**src/hnc_pkg.sv**
```systemverilog
`timescale 1ns / 1ps

package hnc_pkg;

    // Result classes
    localparam logic [1:0] CLASS_INVALID = 2'd0;
    localparam logic [1:0] CLASS_IPV4    = 2'd1;
    localparam logic [1:0] CLASS_NAME    = 2'd2;

    // Default limit on the length of a host name in bytes
    localparam int unsigned DEF_MAX_NAME_BYTES = 255;

    // Characters with a role of their own
    localparam logic [7:0] CHAR_DOT     = 8'h2E;
    localparam logic [7:0] CHAR_HYPHEN  = 8'h2D;
    localparam logic [7:0] CHAR_PERCENT = 8'h25;

    // Largest value of one dotted-quad group
    localparam logic [9:0] GROUP_MAX = 10'd255;

    function automatic logic is_letter(input logic [7:0] c);
        return (c >= 8'h61 && c <= 8'h7A) || (c >= 8'h41 && c <= 8'h5A);
    endfunction

    function automatic logic is_decimal(input logic [7:0] c);
        return c >= 8'h30 && c <= 8'h39;
    endfunction

    function automatic logic is_hex(input logic [7:0] c);
        return is_decimal(c) || (c >= 8'h61 && c <= 8'h66) || (c >= 8'h41 && c <= 8'h46);
    endfunction

endpackage

```
**src/host_name_classifier.sv**
```systemverilog
`timescale 1ns / 1ps

// Host string classifier.
// Input channel (i_valid / o_ready): one byte of a host string per request,
// i_character, with i_last high on the final byte of the string.
// Output channel (o_valid / i_ready): one request per string, o_host_class,
// 0 invalid, 1 dotted-quad IPv4 address, 2 valid host name.
// The last byte of a string is held in the input register, and its class
// is loaded into the result register when that byte is processed, which
// waits while the result register is still full; o_valid rises with that load.
// Throughput: one byte per cycle while results are taken, strings back to
// back with no gap; the parse state is updated in one pass between the
// input register and the result register.
// Reset clears the valid bits of both registers and the parse state;
// o_ready is high in the first cycle after reset.
// When the receiver stalls, bytes that are not last keep flowing through
// the parse logic; a last byte waits in the input register until the
// result register is free, and o_ready stays low while it waits.
module host_name_classifier
    import hnc_pkg::*;
#(
    parameter int unsigned MAX_NAME_BYTES = DEF_MAX_NAME_BYTES
) (
    input  logic       i_clk,
    input  logic       i_rst_n,
    input  logic       i_valid,
    output logic       o_ready,
    input  logic [7:0] i_character,
    input  logic       i_last,
    output logic       o_valid,
    input  logic       i_ready,
    output logic [1:0] o_host_class
);

    localparam int unsigned CntW = $clog2(MAX_NAME_BYTES + 1);

    // Input register
    logic       r_in_vld;
    logic [7:0] r_char;
    logic       r_last;

    // Result register
    logic       r_out_vld;
    logic [1:0] r_class;

    // Parse state
    logic [CntW-1:0] r_byte_count, n_byte_count;
    logic            r_quad_ok, n_quad_ok;
    logic [1:0]      r_quad_dots, n_quad_dots;
    logic [1:0]      r_group_digits, n_group_digits;
    logic [9:0]      r_group_value, n_group_value;
    logic            r_name_ok, n_name_ok;
    logic [2:0]      r_label_len, n_label_len;   // saturates at 4
    logic            r_label_chars_ok, n_label_chars_ok;
    logic            r_label_letters, n_label_letters;
    logic            r_prior_hyphen, n_prior_hyphen;
    logic            r_third_hyphen, n_third_hyphen;
    logic [1:0]      r_hex_pending, n_hex_pending;
    logic [1:0]      n_class;

    logic fire;
    logic hyphen;

    // Process the held byte unless it is last and the result register is full
    assign fire    = r_in_vld && (!r_last || !r_out_vld || i_ready);
    assign o_ready = !r_in_vld || fire;
    assign o_valid = r_out_vld;
    assign o_host_class = r_class;
    assign hyphen  = (r_char == CHAR_HYPHEN);

    // Update the parse state for one byte
    always_comb begin
        n_byte_count     = r_byte_count;
        n_quad_ok        = r_quad_ok;
        n_quad_dots      = r_quad_dots;
        n_group_digits   = r_group_digits;
        n_group_value    = r_group_value;
        n_name_ok        = r_name_ok;
        n_label_len      = r_label_len;
        n_label_chars_ok = r_label_chars_ok;
        n_label_letters  = r_label_letters;
        n_prior_hyphen   = r_prior_hyphen;
        n_third_hyphen   = r_third_hyphen;
        n_hex_pending    = r_hex_pending;

        // Dotted-quad track
        if (is_decimal(r_char)) begin
            if (r_group_digits == 2'd3) begin
                n_quad_ok = 1'b0;
            end else begin
                n_group_value = {r_group_value[6:0], 3'b000}
                              + {r_group_value[8:0], 1'b0}
                              + {6'd0, r_char[3:0]};
                n_group_digits = r_group_digits + 2'd1;
            end
        end else if (r_char == CHAR_DOT) begin
            if (r_group_digits == 2'd0 || r_group_value > GROUP_MAX
                    || r_quad_dots == 2'd3) begin
                n_quad_ok = 1'b0;
            end else begin
                n_quad_dots = r_quad_dots + 2'd1;
            end
            n_group_digits = 2'd0;
            n_group_value  = 10'd0;
        end else begin
            n_quad_ok = 1'b0;
        end

        // Host name length limit
        if (r_byte_count == CntW'(MAX_NAME_BYTES)) begin
            n_name_ok = 1'b0;
        end else begin
            n_byte_count = r_byte_count + CntW'(1);
        end

        // Host name label track
        if (r_char == CHAR_DOT) begin
            if (r_label_len == 3'd0 || !r_label_chars_ok || r_prior_hyphen
                    || r_hex_pending != 2'd0) begin
                n_name_ok = 1'b0;
            end
            n_label_len      = 3'd0;
            n_label_chars_ok = 1'b1;
            n_label_letters  = 1'b1;
            n_prior_hyphen   = 1'b0;
            n_third_hyphen   = 1'b0;
            n_hex_pending    = 2'd0;
        end else begin
            if (r_label_len == 3'd0 && hyphen) begin
                n_label_chars_ok = 1'b0;
            end
            if (r_label_len == 3'd2) begin
                n_third_hyphen = hyphen;
            end
            if (r_label_len == 3'd3 && hyphen && r_third_hyphen) begin
                n_label_chars_ok = 1'b0;
            end
            if (is_letter(r_char) || is_decimal(r_char) || hyphen) begin
                if (r_hex_pending != 2'd0) begin
                    if (is_hex(r_char)) begin
                        n_hex_pending = r_hex_pending - 2'd1;
                    end else begin
                        n_label_chars_ok = 1'b0;
                    end
                end
            end else if (r_char == CHAR_PERCENT && r_hex_pending == 2'd0) begin
                n_hex_pending = 2'd2;
            end else begin
                n_label_chars_ok = 1'b0;
            end
            if (!is_letter(r_char)) begin
                n_label_letters = 1'b0;
            end
            n_prior_hyphen = hyphen;
            if (r_label_len != 3'd4) begin
                n_label_len = r_label_len + 3'd1;
            end
        end

        // Classify the string as it stands after this byte
        if (n_quad_ok && n_quad_dots == 2'd3 && n_group_digits != 2'd0
                && n_group_value <= GROUP_MAX) begin
            n_class = CLASS_IPV4;
        end else if (n_name_ok && (n_label_len == 3'd0 || n_label_letters)) begin
            n_class = CLASS_NAME;
        end else begin
            n_class = CLASS_INVALID;
        end
    end

    // Hold the input request
    always_ff @(posedge i_clk) begin
        if (!i_rst_n) begin
            r_in_vld <= 1'b0;
        end else if (o_ready) begin
            r_in_vld <= i_valid;
        end
    end

    always_ff @(posedge i_clk) begin
        if (i_valid && o_ready) begin
            r_char <= i_character;
            r_last <= i_last;
        end
    end

    // Load the result when a last byte is processed, drop it when taken
    always_ff @(posedge i_clk) begin
        if (!i_rst_n) begin
            r_out_vld <= 1'b0;
        end else if (fire && r_last) begin
            r_out_vld <= 1'b1;
        end else if (i_ready) begin
            r_out_vld <= 1'b0;
        end
    end

    always_ff @(posedge i_clk) begin
        if (fire && r_last) begin
            r_class <= n_class;
        end
    end

    // Advance the parse state; restart it after the last byte
    always_ff @(posedge i_clk) begin
        if (!i_rst_n || (fire && r_last)) begin
            r_byte_count     <= '0;
            r_quad_ok        <= 1'b1;
            r_quad_dots      <= 2'd0;
            r_group_digits   <= 2'd0;
            r_group_value    <= 10'd0;
            r_name_ok        <= 1'b1;
            r_label_len      <= 3'd0;
            r_label_chars_ok <= 1'b1;
            r_label_letters  <= 1'b1;
            r_prior_hyphen   <= 1'b0;
            r_third_hyphen   <= 1'b0;
            r_hex_pending    <= 2'd0;
        end else if (fire) begin
            r_byte_count     <= n_byte_count;
            r_quad_ok        <= n_quad_ok;
            r_quad_dots      <= n_quad_dots;
            r_group_digits   <= n_group_digits;
            r_group_value    <= n_group_value;
            r_name_ok        <= n_name_ok;
            r_label_len      <= n_label_len;
            r_label_chars_ok <= n_label_chars_ok;
            r_label_letters  <= n_label_letters;
            r_prior_hyphen   <= n_prior_hyphen;
            r_third_hyphen   <= n_third_hyphen;
            r_hex_pending    <= n_hex_pending;
        end
    end

endmodule

```
**config.mk**
```make
export PLATFORM = sky130hd
export DESIGN_NAME = host_name_classifier
export DESIGN_NICKNAME = d
export VERILOG_FILES = /design/src/hnc_pkg.sv /design/src/host_name_classifier.sv
export SDC_FILE = /design/constraint.sdc
export NUM_CORES = 1
export LEC_CHECK = 0
export ABC_AREA = 0
export BUFFER_PORTS_ARGS = -buffer_cell sky130_fd_sc_hd__buf_4
export CORE_MARGIN = 5
export CORE_UTILIZATION = 42
export CTS_CLUSTER_DIAMETER = 100
export DETAILED_ROUTE_END_ITERATION = 7
export PLACE_DENSITY_LB_ADDON = 0.15
export SLEW_MARGIN = 20
export SYNTH_ARGS = -nofsm -noshare
export SYNTH_HDL_FRONTEND = slang
export SYNTH_SLANG_ARGS = --single-unit
```
**constraint.sdc**
```tcl
create_clock -name i_clk -period 8.2 [get_ports i_clk]
set_input_delay 1.64 -clock i_clk [delete_from_list [all_inputs] [get_ports i_clk]]
set_output_delay 1.64 -clock i_clk [all_outputs]
set_load 0.005 [all_outputs]
```
Word-level counts from Yosys, hierarchy flattened
Index checks and enable logic that the tools add are counted.
Widths: inputs -> output; s select.
{"block": "word_totals", "register_bits": 46, "in_bits": 13, "output_inout_bits": 4, "word_cells": 133}
{"block": "classes", "addsub": 7, "order_cmp": 10, "eq_ne": 12, "muxes": 38, "bitwise": 1, "reduce_logical": 48}
{"op": "$le 8x7->1 const B", "count": 4}
{"op": "$mux 10", "count": 3}
{"op": "$eq 8x6->1 const B", "count": 3}
{"op": "$mux 2", "count": 12}
{"op": "$mux 1", "count": 21}
{"op": "$ge 8x7->1 const B", "count": 2}
{"op": "$logic_and 1x1->1", "count": 16}
{"op": "$logic_or 1x1->1", "count": 15}
{"op": "$add 10x10->10", "count": 1}
{"op": "$add 10x4->10", "count": 1}
{"op": "$gt 10x8->1 const B", "count": 1}
{"op": "$le 10x8->1 const B", "count": 1}
{"op": "$add 8x1->8 const B", "count": 1}
{"op": "$eq 8x8->1 const B", "count": 1}
{"op": "$ge 8x6->1 const B", "count": 1}
{"op": "$le 8x6->1 const B", "count": 1}
{"op": "$reduce_bool 2->1", "count": 4}
{"op": "$eq 2x2->1 const B", "count": 3}
{"op": "$eq 3x2->1 const B", "count": 2}
{"op": "$logic_not 3->1", "count": 2}
{"op": "$mux 3", "count": 2}
{"op": "$ne 3x3->1 const B", "count": 2}
{"op": "$logic_not 1->1", "count": 5}
{"op": "$add 2x1->2 const B", "count": 2}
{"op": "8 further kinds", "count": 10}

Logic depth before layout (Yosys ltp)
{"block": "logic_depth", "word_depth": 10, "depth_mapped": 9, "mapped_depth_nobuf": 9}

Worst setup path before layout
No wires, ideal clock.
{"block": "synth_path", "kind": "input port to output port", "start": "input i_ready", "end": "output o_ready", "arrival_time_ns": 2.085, "required_time_ns": 6.560, "setup_slack_ns": 4.475, "cell_stages": 2, "path_buffers": 0, "path_cell_list": "nand2b_1 or2_2"}
{"block": "synth_via", "elab_chain_cells": 3}
{"item": "from (decl)", "line_no": "host_name_classifier.sv:31", "text": "input logic i_ready,"}
{"item": "$logic_or 1x1->1", "line_no": "host_name_classifier.sv:65", "text": "assign fire = r_in_vld && (!r_last || !r_out_vld || i_ready);"}
{"item": "$logic_and 1x1->1", "line_no": "host_name_classifier.sv:65"}
{"item": "$logic_or 1x1->1", "line_no": "host_name_classifier.sv:66", "text": "assign o_ready = !r_in_vld || fire;"}
{"item": "to (decl)", "line_no": "host_name_classifier.sv:27", "text": "output logic o_ready,"}
No other way between the ends.

Worst setup path in the final report
Same ends and word-level chain as after synthesis.

==> flow_summary.json <==
{
  "status": "finished clean",
  "area_delta_synth_final_pct": 8.756,
  "layoutNonFillerInstCount": 369,
  "num_antenna_cells": 0,
  "ctsResizeCount": 0,
  "grt_usage_pct": 14.53,
  "num_vias": 2016,
  "row_count": 28,
  "synth_seq_cells": 46,
  "drc": 0,
  "cp_max_fo": 3,
  "fin_setup_tns_ns": 0,
  "placed_cells": 361,
  "netlist_top_cells_area": "dfxtp_1, edfxtp_1, ha_1",
  "drive_gt1_share_pct": 11.22,
  "crit_top_cell": "buf_4",
  "cap_violations": 0,
  "die_area_um2": 7904,
  "timing.fmax_mhz": 250.2,
  "clk_pin_slew_ns": 0.08,
  "final_common_cell": "dfxtp_1",
  "yosysSeqAreaShare_pct": 39.43,
  "avgSynthCellArea_um2": 9.373,
  "endpoint_kind": "output port",
  "finalWirelength_um": 5101,
  "hold_buffers": 0,
  "clk_latency_ns": 0.30,
  "critPathKind": "input port to output port",
  "final_cell_mix": "dfxtp_1, nor2_1, ha_1",
  "post-cts-setup-buffer-count": 0,
  "worst_pin_slew_ns": 0.7936,
  "fin_skew_ns": 0.003904,
  "dp_slack_ns": 4.206,
  "grt_pass1_wl_um": 8914,
  "grt_max_degree": 28,
  "drtIter0Drc": 83,
  "syn_inst": 279,
  "reg2reg_depth": 9,
  "placed_cell_area_um2": 2761,
  "path_cells": "buf_4 -> nand2b_1 -> or2_2 -> buf_4",
  "htree_levels": 2,
  "r2r_start": "r_char[3]",
  "relSlewSlack_pct": 46.74,
  "synth_top_flop_cell": "dfxtp_1",
  "antenna_found_initial": 0,
  "timing.rr.end": "o_host_class[1]",
  "power_uw": 412.5,
  "ys_warn_count": 0,
  "cts_made_buffers": 5,
  "setup_viol": 0,
  "drtPass1Iterations": 4,
  "die_w_um": 88.91,
  "crit_slowest_cell": "or2_2",
  "hp-class": "flip-flop to flip-flop",
  "final_area_um2": 2844,
  "grt_pass1_vias": 1963,
  "leakagePower_uw": 0.001143,
  "gp_congestion": 0.8066,
  "crit_required_ns": 6.56,
  "cts_root_buf": "clkbuf_8",
  "cp-start-kind": "input port",
  "cts_tree": "built",
  "power_density_nw_per_um2": 145.0,
  "fillerInstances": 552,
  "clockBufferDepth": 2,
  "via_per_inst": 5.463,
  "rsz0062_at_grt": "no",
  "critPathArrivalTime_ns": 2.36,
  "crit_start": "i_ready",
  "detail_route.wl_per_cell_um": 13.82,
  "r2r_setup_slack_ns": 5.20,
  "critPathMaxStageDelay_ns": 0.32,
  "fin_nets": 329,
  "io_pins": 17,
  "port-buffer-count": 16,
  "final_antenna_net_count": 0,
  "finalWorstSetupSlack_ns": 4.203,
  "start_util_pct": 43.65,
  "synthArstFlopShare_pct": 0,
  "syn-cell-area_um2": 2615,
  "final.min_clock_period_ns": 3.997,
  "synth-edff-count": 11,
  "synth_top_area_share_pct": 26.79,
  "period_share_pct": 48.74,
  "yosys.area.top_type": "dfxtp_1",
  "die_height_um": 88.91,
  "cts.sinks": 46,
  "place_hpwl_um": 3757,
  "synth_nets": 315,
  "hold_violations": 0,
  "core_um2": 5991,
  "synthDistinctLibCells": 59,
  "worst_ir_drop_vdd_v": 0.00006701,
  "gr-total-overflow": 0,
  "cp-endpoint": "o_ready",
  "maxSlewViolCount": 0
}
==> per-stage QoR <==
stage                     hold WS (ns)  utilization (%)
after global placement          0.4394            46.09
final                           0.4596            47.47
after floorplan                 0.4283                -
after global routing            0.4873            47.47
after CTS                       0.4619            47.47
after detailed placement        0.4444            46.09
==> worst min-delay path by stage <==
stage              startpoint  depth (start not counted)  slack [ns]             end
3_5_place_dp   r_prior_hyphen                          2        0.44  r_prior_hyphen
3_3_place_gp   r_prior_hyphen                          2        0.44  r_prior_hyphen
6_report       r_prior_hyphen                          2        0.46  r_prior_hyphen
4_1_cts        r_prior_hyphen                          2        0.46  r_prior_hyphen
5_1_grt        r_prior_hyphen                          2        0.49  r_prior_hyphen
2_1_floorplan  r_prior_hyphen                          2        0.43  r_prior_hyphen
==> routing by layer <==
metal  track usage, %  routed length (µm)
met1            19.44                2625
met2            23.14                2289
met3            3.041                 105
met4            5.357                  80
met5                0                   0
==> critical path, delay by kind of cell <==
kind | cells | cell delay, ns
buffers and inverters | 2 | 0.25
and+or+nand+nor | 2 | 0.47
==> report_power, final <==
| part | internal, µW | switching (µW) | leakage, µW |
|---|---|---|---|
| logic | 14.9 | 18.6 | 0.000708 |
| clock network | 59.2 | 75.5 | 0.0000450 |
| registers | 238 | 6.42 | 0.000390 |
| total | 312 | 101 | 0.00114 |
==> area by class of cell <==
cell class / count / area, µm² / share of cell area (%)
sequential: 46 / 1031 / 36.25
multi-input combinational: 207 / 1449 / 50.95
inverter: 16 / 60.06 / 2.112
timing repair buffer: 17 / 127.6 / 4.487
clock inverter: 2 / 10.01 / 0.3520
clock buffer: 6 / 72.57 / 2.552
tap: 75 / 93.84 / 3.300
==> state kept, by name, summed over array words and instances, names as in the netlist <==
register	cells
r_group_value	10
r_byte_count	8
r_char	8
r_label_len	3
o_host_class	2
r_group_digits	2
r_hex_pending	2
r_quad_dots	2
o_valid	1
r_in_vld	1
r_label_chars_ok	1
r_label_letters	1
r_last	1
r_name_ok	1
r_prior_hyphen	1
r_quad_ok	1
r_third_hyphen	1
==> cells in the mapped netlist, types with 2 or more instances <==
| library cell | instances |
|---|---|
| nand4b_1 | 3 |
| xnor2_1 | 9 |
| nor3_1 | 8 |
| and4b_1 | 2 |
| clkbuf_1 | 4 |
| o21ai_1 | 5 |
| or2_2 | 2 |
| a21o_1 | 3 |
| dfxtp_1 | 35 |
| a211oi_1 | 3 |
| o21a_1 | 2 |
| nand3_1 | 11 |
| mux2i_1 | 3 |
| and2_1 | 4 |
| xor2_1 | 5 |
| a31oi_1 | 2 |
| a22oi_1 | 8 |
| or3_1 | 3 |
| o21ai_0 | 10 |
| clkbuf_8 | 2 |
| o211ai_1 | 2 |
| edfxtp_1 | 11 |
| or4_1 | 2 |
| a21oi_1 | 20 |
| o22ai_1 | 3 |
| fa_1 | 2 |
| ha_1 | 21 |
| and3_1 | 3 |
| a21boi_0 | 2 |
| inv_1 | 16 |
| a211o_1 | 4 |
| nor2_1 | 22 |
| nand2_1 | 19 |
| nand2b_1 | 3 |
==> cells by family (layout without fill, tap and decap cells) <==
family          after synthesis  count (layout)  share of synthesized area [%]
fa+ha+maj                    23              23                          11.58
compound gates               73              73                          18.18
buf+inv                      26              41                          5.167
xor+xnor                     14              14                          4.689
flops                        46              46                          39.43
simple gates                 94              94                          19.81
mux                           3               3                          1.148
(Power assumes the default switching activity.)
